File: src/hw/rtl/tvsd_pkg.sv
`timescale 1ns / 1ps

package tvsd_pkg;

   localparam int unsigned ByteWidth  = 8;
   localparam int unsigned KindWidth  = 3;
   localparam int unsigned ValueWidth = 64;
   localparam int unsigned CountWidth = 32;
   localparam int unsigned ErrWidth   = 2;
   localparam int unsigned PosWidth   = 3;

   typedef enum logic [2:0] {
      PH_KIND   = 3'd0,
      PH_SCALAR = 3'd1,
      PH_LENGTH = 3'd2,
      PH_STRING = 3'd3,
      PH_VECTOR = 3'd4
   } phase_type;

   typedef enum logic [KindWidth-1:0] {
      KIND_NULL    = 3'd0,
      KIND_BOOLEAN = 3'd1,
      KIND_INT32   = 3'd2,
      KIND_INT64   = 3'd3,
      KIND_FLOAT32 = 3'd4,
      KIND_FLOAT64 = 3'd5,
      KIND_STRING  = 3'd6,
      KIND_VECTOR  = 3'd7
   } kind_type;

   typedef enum logic [ErrWidth-1:0] {
      ERR_NONE    = 2'd0,
      ERR_INVALID = 2'd1,
      ERR_ENDED   = 2'd2
   } err_type;

   typedef struct packed {
      logic [KindWidth-1:0]  value_kind;
      logic [ValueWidth-1:0] piece_value;
      logic                  has_piece;
      logic                  piece_last;
      logic [CountWidth-1:0] value_count;
      err_type               error_code;
   } result_type;

   // payload bytes of a scalar kind
   function automatic logic [3:0] scalar_bytes(input logic [KindWidth-1:0] kind);
      logic [3:0] need;
      case (kind)
         KIND_BOOLEAN: need = 4'd1;
         KIND_INT32:   need = 4'd4;
         KIND_INT64:   need = 4'd8;
         KIND_FLOAT32: need = 4'd4;
         KIND_FLOAT64: need = 4'd8;
         default:      need = 4'd0;
      endcase
      return need;
   endfunction

endpackage

File: src/hw/rtl/tvsd_core.sv
`timescale 1ns / 1ps

module tvsd_core (
   input  logic                                 clock,
   input  logic                                 reset,
   input  logic                                 take,
   input  logic [tvsd_pkg::ByteWidth-1:0]       in_byte,
   input  logic                                 stream_end,
   output logic                                 emit,
   output tvsd_pkg::result_type                 result
);
   import tvsd_pkg::*;

   phase_type             phase_ff, phase_in;
   logic [KindWidth-1:0]  kind_ff, kind_in;
   logic [PosWidth-1:0]   pos_ff, pos_in;
   logic [ValueWidth-1:0] asm_ff, asm_in;
   logic [CountWidth-1:0] len_ff, len_in;
   logic [CountWidth-1:0] rem_ff, rem_in;

   logic [ValueWidth-1:0] asm_or;
   logic [CountWidth-1:0] rem_dec;
   logic [3:0]            need;
   logic [3:0]            pos_next;
   logic                  bad_kind;

   assign asm_or   = asm_ff | ({{(ValueWidth-ByteWidth){1'b0}}, in_byte} << {pos_ff, 3'b000});
   assign rem_dec  = rem_ff - {{(CountWidth-1){1'b0}}, 1'b1};
   assign need     = scalar_bytes(kind_ff);
   assign pos_next = {1'b0, pos_ff} + 4'd1;
   assign bad_kind = (in_byte > {{(ByteWidth-KindWidth){1'b0}}, {KindWidth{1'b1}}});

   // next state
   always_comb begin
      phase_in = phase_ff;
      kind_in  = kind_ff;
      pos_in   = pos_ff;
      asm_in   = asm_ff;
      len_in   = len_ff;
      rem_in   = rem_ff;
      if (take) begin
         unique case (phase_ff)
            PH_SCALAR, PH_LENGTH, PH_STRING, PH_VECTOR: begin
               if (stream_end) begin
                  phase_in = PH_KIND;
                  pos_in   = '0;
                  asm_in   = '0;
               end else begin
                  unique case (phase_ff)
                     PH_SCALAR: begin
                        if (need == 4'd0 || pos_next < need) begin
                           pos_in = pos_next[PosWidth-1:0];
                           asm_in = asm_or;
                        end else begin
                           phase_in = PH_KIND;
                           pos_in   = '0;
                           asm_in   = '0;
                        end
                     end
                     PH_LENGTH: begin
                        if (pos_ff < 3'd3) begin
                           pos_in = pos_next[PosWidth-1:0];
                           asm_in = asm_or;
                        end else begin
                           len_in = asm_or[CountWidth-1:0];
                           rem_in = asm_or[CountWidth-1:0];
                           pos_in = '0;
                           asm_in = '0;
                           if (asm_or[CountWidth-1:0] == '0) begin
                              phase_in = PH_KIND;
                           end else if (kind_ff == KIND_VECTOR) begin
                              phase_in = PH_VECTOR;
                           end else begin
                              phase_in = PH_STRING;
                           end
                        end
                     end
                     PH_STRING: begin
                        rem_in = rem_dec;
                        if (rem_dec == '0) begin
                           phase_in = PH_KIND;
                           pos_in   = '0;
                           asm_in   = '0;
                        end
                     end
                     default: begin
                        if (pos_ff != 3'd7) begin
                           pos_in = pos_next[PosWidth-1:0];
                           asm_in = asm_or;
                        end else begin
                           rem_in = rem_dec;
                           pos_in = '0;
                           asm_in = '0;
                           if (rem_dec == '0) begin
                              phase_in = PH_KIND;
                           end
                        end
                     end
                  endcase
               end
            end
            default: begin
               phase_in = PH_KIND;
               if (!stream_end) begin
                  pos_in = '0;
                  asm_in = '0;
                  if (!bad_kind) begin
                     kind_in = in_byte[KindWidth-1:0];
                     if (in_byte[KindWidth-1:0] == KIND_NULL) begin
                        phase_in = PH_KIND;
                     end else if (in_byte[KindWidth-1:0] == KIND_STRING ||
                                  in_byte[KindWidth-1:0] == KIND_VECTOR) begin
                        phase_in = PH_LENGTH;
                     end else begin
                        phase_in = PH_SCALAR;
                     end
                  end
               end
            end
         endcase
      end
   end

   // result
   always_comb begin
      emit               = 1'b0;
      result.value_kind  = kind_ff;
      result.piece_value = '0;
      result.has_piece   = 1'b0;
      result.piece_last  = 1'b1;
      result.value_count = '0;
      result.error_code  = ERR_NONE;
      unique case (phase_ff)
         PH_SCALAR, PH_LENGTH, PH_STRING, PH_VECTOR: begin
            if (stream_end) begin
               emit              = 1'b1;
               result.error_code = ERR_ENDED;
            end else begin
               unique case (phase_ff)
                  PH_SCALAR: begin
                     emit = (need != 4'd0) && (pos_next >= need);
                     result.has_piece = 1'b1;
                     if (kind_ff == KIND_BOOLEAN) begin
                        result.piece_value = {{(ValueWidth-1){1'b0}}, (asm_or != '0)};
                     end else if (kind_ff == KIND_INT32) begin
                        result.piece_value = {{(ValueWidth-32){asm_or[31]}}, asm_or[31:0]};
                     end else begin
                        result.piece_value = asm_or;
                     end
                  end
                  PH_LENGTH: begin
                     emit = (pos_ff == 3'd3) && (asm_or[CountWidth-1:0] == '0);
                  end
                  PH_STRING: begin
                     emit               = 1'b1;
                     result.value_kind  = KIND_STRING;
                     result.piece_value = {{(ValueWidth-ByteWidth){1'b0}}, in_byte};
                     result.has_piece   = 1'b1;
                     result.piece_last  = (rem_dec == '0);
                     result.value_count = len_ff;
                  end
                  default: begin
                     emit               = (pos_ff == 3'd7);
                     result.value_kind  = KIND_VECTOR;
                     result.piece_value = asm_or;
                     result.has_piece   = 1'b1;
                     result.piece_last  = (rem_dec == '0);
                     result.value_count = len_ff;
                  end
               endcase
            end
         end
         default: begin
            if (!stream_end) begin
               if (bad_kind) begin
                  emit              = 1'b1;
                  result.value_kind = KIND_NULL;
                  result.error_code = ERR_INVALID;
               end else if (in_byte[KindWidth-1:0] == KIND_NULL) begin
                  emit              = 1'b1;
                  result.value_kind = KIND_NULL;
               end
            end
         end
      endcase
   end

   always_ff @(posedge clock) begin
      if (reset) begin
         phase_ff <= PH_KIND;
         kind_ff  <= '0;
         pos_ff   <= '0;
         asm_ff   <= '0;
         len_ff   <= '0;
         rem_ff   <= '0;
      end else begin
         phase_ff <= phase_in;
         kind_ff  <= kind_in;
         pos_ff   <= pos_in;
         asm_ff   <= asm_in;
         len_ff   <= len_in;
         rem_ff   <= rem_in;
      end
   end

endmodule

File: src/hw/rtl/tagged_value_stream_decoder_unit.sv
`timescale 1ns / 1ps

// tagged value stream decoder
// req channel: one byte of the encoded stream per request in req_tdata;
//   req_tuser high means the data has ended (no byte in that request)
// rsp channel: at most one decoded result per request; tlast marks the
//   final piece of a value, tuser carries kind, piece flag and error code
// each value opens with a kind byte; scalars give one result once their
//   little-endian bytes are in, strings and vectors give one result per
//   byte or per 8-byte element after a 4-byte length
// a result is presented from the output register in the cycle after the request
//   that completes it is accepted
// throughput: one request per cycle unless stalled; the decode is a byte shift-in,
//   a count and a compare between the state registers and the output register
// when the receiver stalls, the output register holds its result and
//   req_tready drops only while that register is full and not taken
// reset clears the decoder to waiting for a kind byte and empties the
//   output register
module tagged_value_stream_decoder_unit (
   input  logic                                 clock,
   input  logic                                 reset,
   input  logic                                 req_tvalid,
   output logic                                 req_tready,
   input  logic [7:0]                           req_tdata,  // in_byte
   input  logic [0:0]                           req_tuser,  // stream_end
   output logic                                 rsp_tvalid,
   input  logic                                 rsp_tready,
   output logic [95:0]                          rsp_tdata,  // piece_value, value_count
   output logic [5:0]                           rsp_tuser,  // value_kind, has_piece, error_code
   output logic                                 rsp_tlast   // piece_last
);
   import tvsd_pkg::*;

   logic       take;
   logic       emit;
   result_type result;
   result_type out_ff;
   logic       valid_ff, valid_in;

   assign req_tready = !valid_ff || rsp_tready;
   assign take       = req_tvalid && req_tready;

   tvsd_core u_core (
      .clock      (clock),
      .reset      (reset),
      .take       (take),
      .in_byte    (req_tdata),
      .stream_end (req_tuser[0]),
      .emit       (emit),
      .result     (result)
   );

   always_comb begin
      if (take && emit) begin
         valid_in = 1'b1;
      end else if (rsp_tready) begin
         valid_in = 1'b0;
      end else begin
         valid_in = valid_ff;
      end
   end

   always_ff @(posedge clock) begin
      if (reset) begin
         valid_ff <= 1'b0;
      end else begin
         valid_ff <= valid_in;
      end
   end

   always_ff @(posedge clock) begin
      if (take && emit) begin
         out_ff <= result;
      end
   end

   assign rsp_tvalid = valid_ff;
   assign rsp_tdata  = {out_ff.value_count, out_ff.piece_value};
   assign rsp_tuser  = {out_ff.error_code, out_ff.has_piece, out_ff.value_kind};
   assign rsp_tlast  = out_ff.piece_last;

`ifndef SYNTHESIS
   a_reset_empty: assert property (@(posedge clock) $past(reset) |-> !rsp_tvalid)
      else $error("result present right after reset");
   a_ready_when_empty: assert property (@(posedge clock) !rsp_tvalid |-> req_tready)
      else $error("request refused with empty output register");
   a_error_closes: assert property (@(posedge clock) disable iff (reset)
      rsp_tvalid && rsp_tuser[5:4] != ERR_NONE |-> rsp_tlast && !rsp_tuser[3])
      else $error("error result not final or carries a piece");
   a_empty_zero: assert property (@(posedge clock) disable iff (reset)
      rsp_tvalid && !rsp_tuser[3] |-> rsp_tdata[63:0] == '0 && rsp_tlast)
      else $error("result without piece carries data");
`endif

endmodule

File: config.mk
export PLATFORM = sky130hd
export DESIGN_NAME = tagged_value_stream_decoder_unit
export DESIGN_NICKNAME = d
export VERILOG_FILES = /design/src/hw/rtl/tvsd_pkg.sv /design/src/hw/rtl/tvsd_core.sv /design/src/hw/rtl/tagged_value_stream_decoder_unit.sv
export SDC_FILE = /design/constraint.sdc
export NUM_CORES = 1
export LEC_CHECK = 0
export BUFFER_PORTS_ARGS = -buffer_cell sky130_fd_sc_hd__buf_2
export CORE_ASPECT_RATIO = 1.25
export CORE_MARGIN = 8
export CORE_UTILIZATION = 55
export CTS_BUF_LIST = sky130_fd_sc_hd__clkbuf_2 sky130_fd_sc_hd__clkbuf_4 sky130_fd_sc_hd__clkbuf_8
export CTS_CLUSTER_DIAMETER = 80
export CTS_CLUSTER_SIZE = 16
export DETAILED_ROUTE_END_ITERATION = 16
export PLACE_DENSITY = 0.76
export SLEW_MARGIN = 20
export SYNTH_ARGS = -nofsm -noshare
export SYNTH_HDL_FRONTEND = slang
export SYNTH_SLANG_ARGS = --single-unit
File: constraint.sdc
create_clock -name clock -period 14.46 [get_ports clock]
set_input_delay 1.446 -clock clock [delete_from_list [all_inputs] [get_ports clock]]
set_output_delay 1.446 -clock clock [all_outputs]
set_load 0.01 [all_outputs]
==> reports/qor.tcl <==
set qor(chipWidth_um) 142
set qor(count_leader_synth) {sky130_fd_sc_hd__dfxtp_1}
set qor(cts-buffers-inserted) 19
set qor(internal_power_uw) 934
set qor(count_of_antenna_diodes_in_the_layout) 0
set qor(viasPerCell) 6.24
set qor(cts-root-to-sink-buffers) 3
set qor(post-cts-setup-buffers) 0
set qor(dpl-instance-area_um2) 11600
set qor(hold_violations) 0
set qor(swShare) 0.266
set qor(drt-initial-drc-count) 926
set qor(post-route-drc-count) 0
set qor(clock-skew-final_ps) 22.1
set qor(dr_total_vias) 9236
set qor(finalCriticalPeriod_ps) 5220
set qor(detail_route.first_pass.iterations) 5
set qor(chipHeight_um) 174
set qor(syn_avg_cell_area_um2) 9.53
set qor(synth_largest_type_area_fraction) 0.283
set qor(clock_insertion_delay_worst_skew_ps) 540
set qor(worst_setup_path_start_kind) {input pin}
set qor(vdd_drop_max_mv) 0.0654
set qor(synthTopCellsByArea) {sky130_fd_sc_hd__edfxtp_1, sky130_fd_sc_hd__dfxtp_1, sky130_fd_sc_hd__a21oi_1}
set qor(tns_ps) 0
set qor(port-buffer-count) 117
set qor(finalMaxSlewViolations) 0
set qor(cts_htree_levels) 1
set qor(total_leakage_power_uw) 0.00439
set qor(timing.hold.ws_ps) 501
set qor(maxClockFrequency_ghz) 0.192
set qor(cts_hold_repair.buffers) 0
set qor(power_frac_clock) 0.295
set qor(timing.final.crit_share) 0.361
set qor(postSynthCellCount) 1148
set qor(floorplan.rows) 57
set qor(seq_power_share) 0.582
set qor(layout_setup_ws_ps) 9240
set qor(num_io_pins) 118
set qor(area_delta_synth_final_pct) 9.61
set qor(synth_top_flop_cell) {sky130_fd_sc_hd__dfxtp_1}
set qor(antenna_nets_post_route) 0
set qor(post_synth_most_frequent_cells) {sky130_fd_sc_hd__dfxtp_1, sky130_fd_sc_hd__nor2_1, sky130_fd_sc_hd__a21oi_1}
set qor(hp-class) {register to register}
set qor(finalInstanceArea_um2) 12000
set qor(postSynthRegisterBits) 241
set qor(cp_common_cell) {sky130_fd_sc_hd__buf_4}
set qor(vias_in_the_first_global_route) 8678
set qor(max_slew_margin_vs_limit) 0.319
set qor(comb_power_share) 0.123
set qor(grt_first_pass_wirelength_um) 47500
set qor(all_layer_gr_usage) 0.237
set qor(gp_congestion) 0.946
set qor(globalRouteOverflowTotal) 0
set qor(yosysTopAreaCell) {sky130_fd_sc_hd__edfxtp_1}
set qor(synth_seq_area_share) 0.535
set qor(power.density_nw_per_um2) 106
set qor(cell_at_the_slowest_stage_of_the_critical_path) {sky130_fd_sc_hd__buf_4}
set qor(worst_path_largest_cell_delay_ps) 750
set qor(syn_nets) 1169
set qor(drive_above_1_share) 0.152
set qor(hpwlAfterDp_um) 20300
set qor(rsz_0062_raised_after_global_routing) {false}
set qor(timing.critical_path.cells) {buf_2, nor2b_1, a31oi_1, nand4_1, or3_1, or4_1, or2_2, a311oi_4, buf_4, buf_4}
set qor(syn-cell-area_um2) 10900
set qor(timing_worst_setup_path_type) {input pin to register}
set qor(grt_start_max_net_pins) 77
set qor(worst-endpoint-arrival_ps) 5380
set qor(synth-edff-count) 103
set qor(synth_cell_type_count) 59
set qor(status) {finished clean}
set qor(core_area_um2) 19500
set qor(drt-wirelength-per-cell_um) 20.1
set qor(path_clk_slew_ps) 110
set qor(cts_repair_resize_count) 0
set qor(totalWireLength_um) 29800
set qor(critPathMaxFanout) 76
set qor(grt_antenna_before_repair) 0
set qor(initial_core_utilization) 0.562
set qor(pre_cts_slack_ps) 8760
set qor(tritoncts) {yes}
set qor(finalNetCount) 1224
set qor(cp.required_ps) 14620
set qor(setup-violations-final) 0
set qor(clock_sinks) 241
set qor(drv.max_cap_violation_count) 0
set qor(worst_slew_pin_slew_ps) 1020
set qor(design.die.area_um2) 24700
set qor(synth_async_sr_flop_share) 0
set qor(worstSetupEndpointType) {register}
set qor(cts-root-buf) {sky130_fd_sc_hd__clkbuf_8}
set qor(power.net_switching_uw) 338
set qor(synthesis.yosys.warnings) 0
[metal layers]
layer	vias to the layer above	track usage	wire length, µm
li1	4305	-	-
met1	4428	0.311	12200
met2	441	0.393	14400
met3	62	0.0289	2180
met4	0	0.0830	944
met5	-	0	0
[metrics by stage]
stage                      util  total power (µW)  cells
after floorplan               -               867   1148
final                     0.616              1270   1480
after global placement    0.596               910   1447
after CTS                 0.616              1280   1480
after global routing      0.616              1320   1480
after detailed placement  0.596               911   1447
[sequential cells by signal, indices dropped and copies added (netlist names)]
signal / count
u_core.pos_ff: 3
rsp_tvalid: 1
rsp_tdata: 96
rsp_tuser: 6
u_core.rem_ff: 32
rsp_tlast: 1
u_core.phase_ff: 3
u_core.asm_ff: 64
u_core.len_ff: 32
u_core.kind_ff: 3
[power groups by stage]
| stage | Clock, µW | Sequential (µW) | Combinational, µW |
|---|---|---|---|
| 2_1_floorplan | 0 | 773 | 93.6 |
| 3_3_place_gp | 0 | 755 | 155 |
| 3_5_place_dp | 0 | 756 | 155 |
| 4_1_cts | 382 | 740 | 155 |
| 5_1_grt | 407 | 743 | 170 |
| 6_report | 375 | 740 | 157 |
[cell families after synthesis]
kind of cell / share of synthesized area
buffers and inverters: 0.0401
AO/OA/AOI/OAI: 0.200
AND/OR/NAND/NOR: 0.199
flip-flops: 0.535
multiplexers: 0.00457
adder cells (fa/ha/maj): 0.00915
XOR/XNOR: 0.0120
[final timing paths]
path	slack, ps	startpoint	depth (start not counted)	to
setup / recovery	9240	req_tdata[1]	10	rsp_tdata[30]
hold / removal	500	u_core.asm_ff[4]	2	u_core.asm_ff[4]
setup reg to reg	9600	u_core.pos_ff[0]	9	rsp_tdata[30]
hold reg to reg	500	u_core.asm_ff[4]	2	u_core.asm_ff[4]
[worst max-delay path: cells and delay by family]
| family | cells | cell delay, ps |
|---|---|---|
| AOI/OAI and AO/OA | 2 | 740 |
| buffers and inverters | 3 | 1350 |
| and+or+nand+nor | 5 | 1740 |
[placed cells by master, fill, tap and decap left out, drive strengths merged, types with 13 or more instances in the layout]
| cell | n |
|---|---|
| or3 | 17 |
| nor2 | 128 |
| and2 | 36 |
| a21o | 13 |
| dfxtp | 138 |
| nor4 | 19 |
| a211oi | 34 |
| a21oi | 121 |
| nand3b | 37 |
| a22oi | 13 |
| o31ai | 36 |
| nand3 | 14 |
| o21ai | 68 |
| nor3 | 34 |
| nand4 | 16 |
| buf | 130 |
| a22o | 33 |
| inv | 16 |
| edfxtp | 103 |
| clkbuf | 30 |
| nand2 | 73 |
[area by class of cell]
class,count,area (µm²)
inverter,15,56.3
multi-input combinational,796,4690
sequential,241,5860
clock buffer,30,344
tap,265,332
clock inverter,3,27.5
timing repair buffer,130,683
fill,1649,7480
Note: power is estimated with default switching activity, not from simulation.
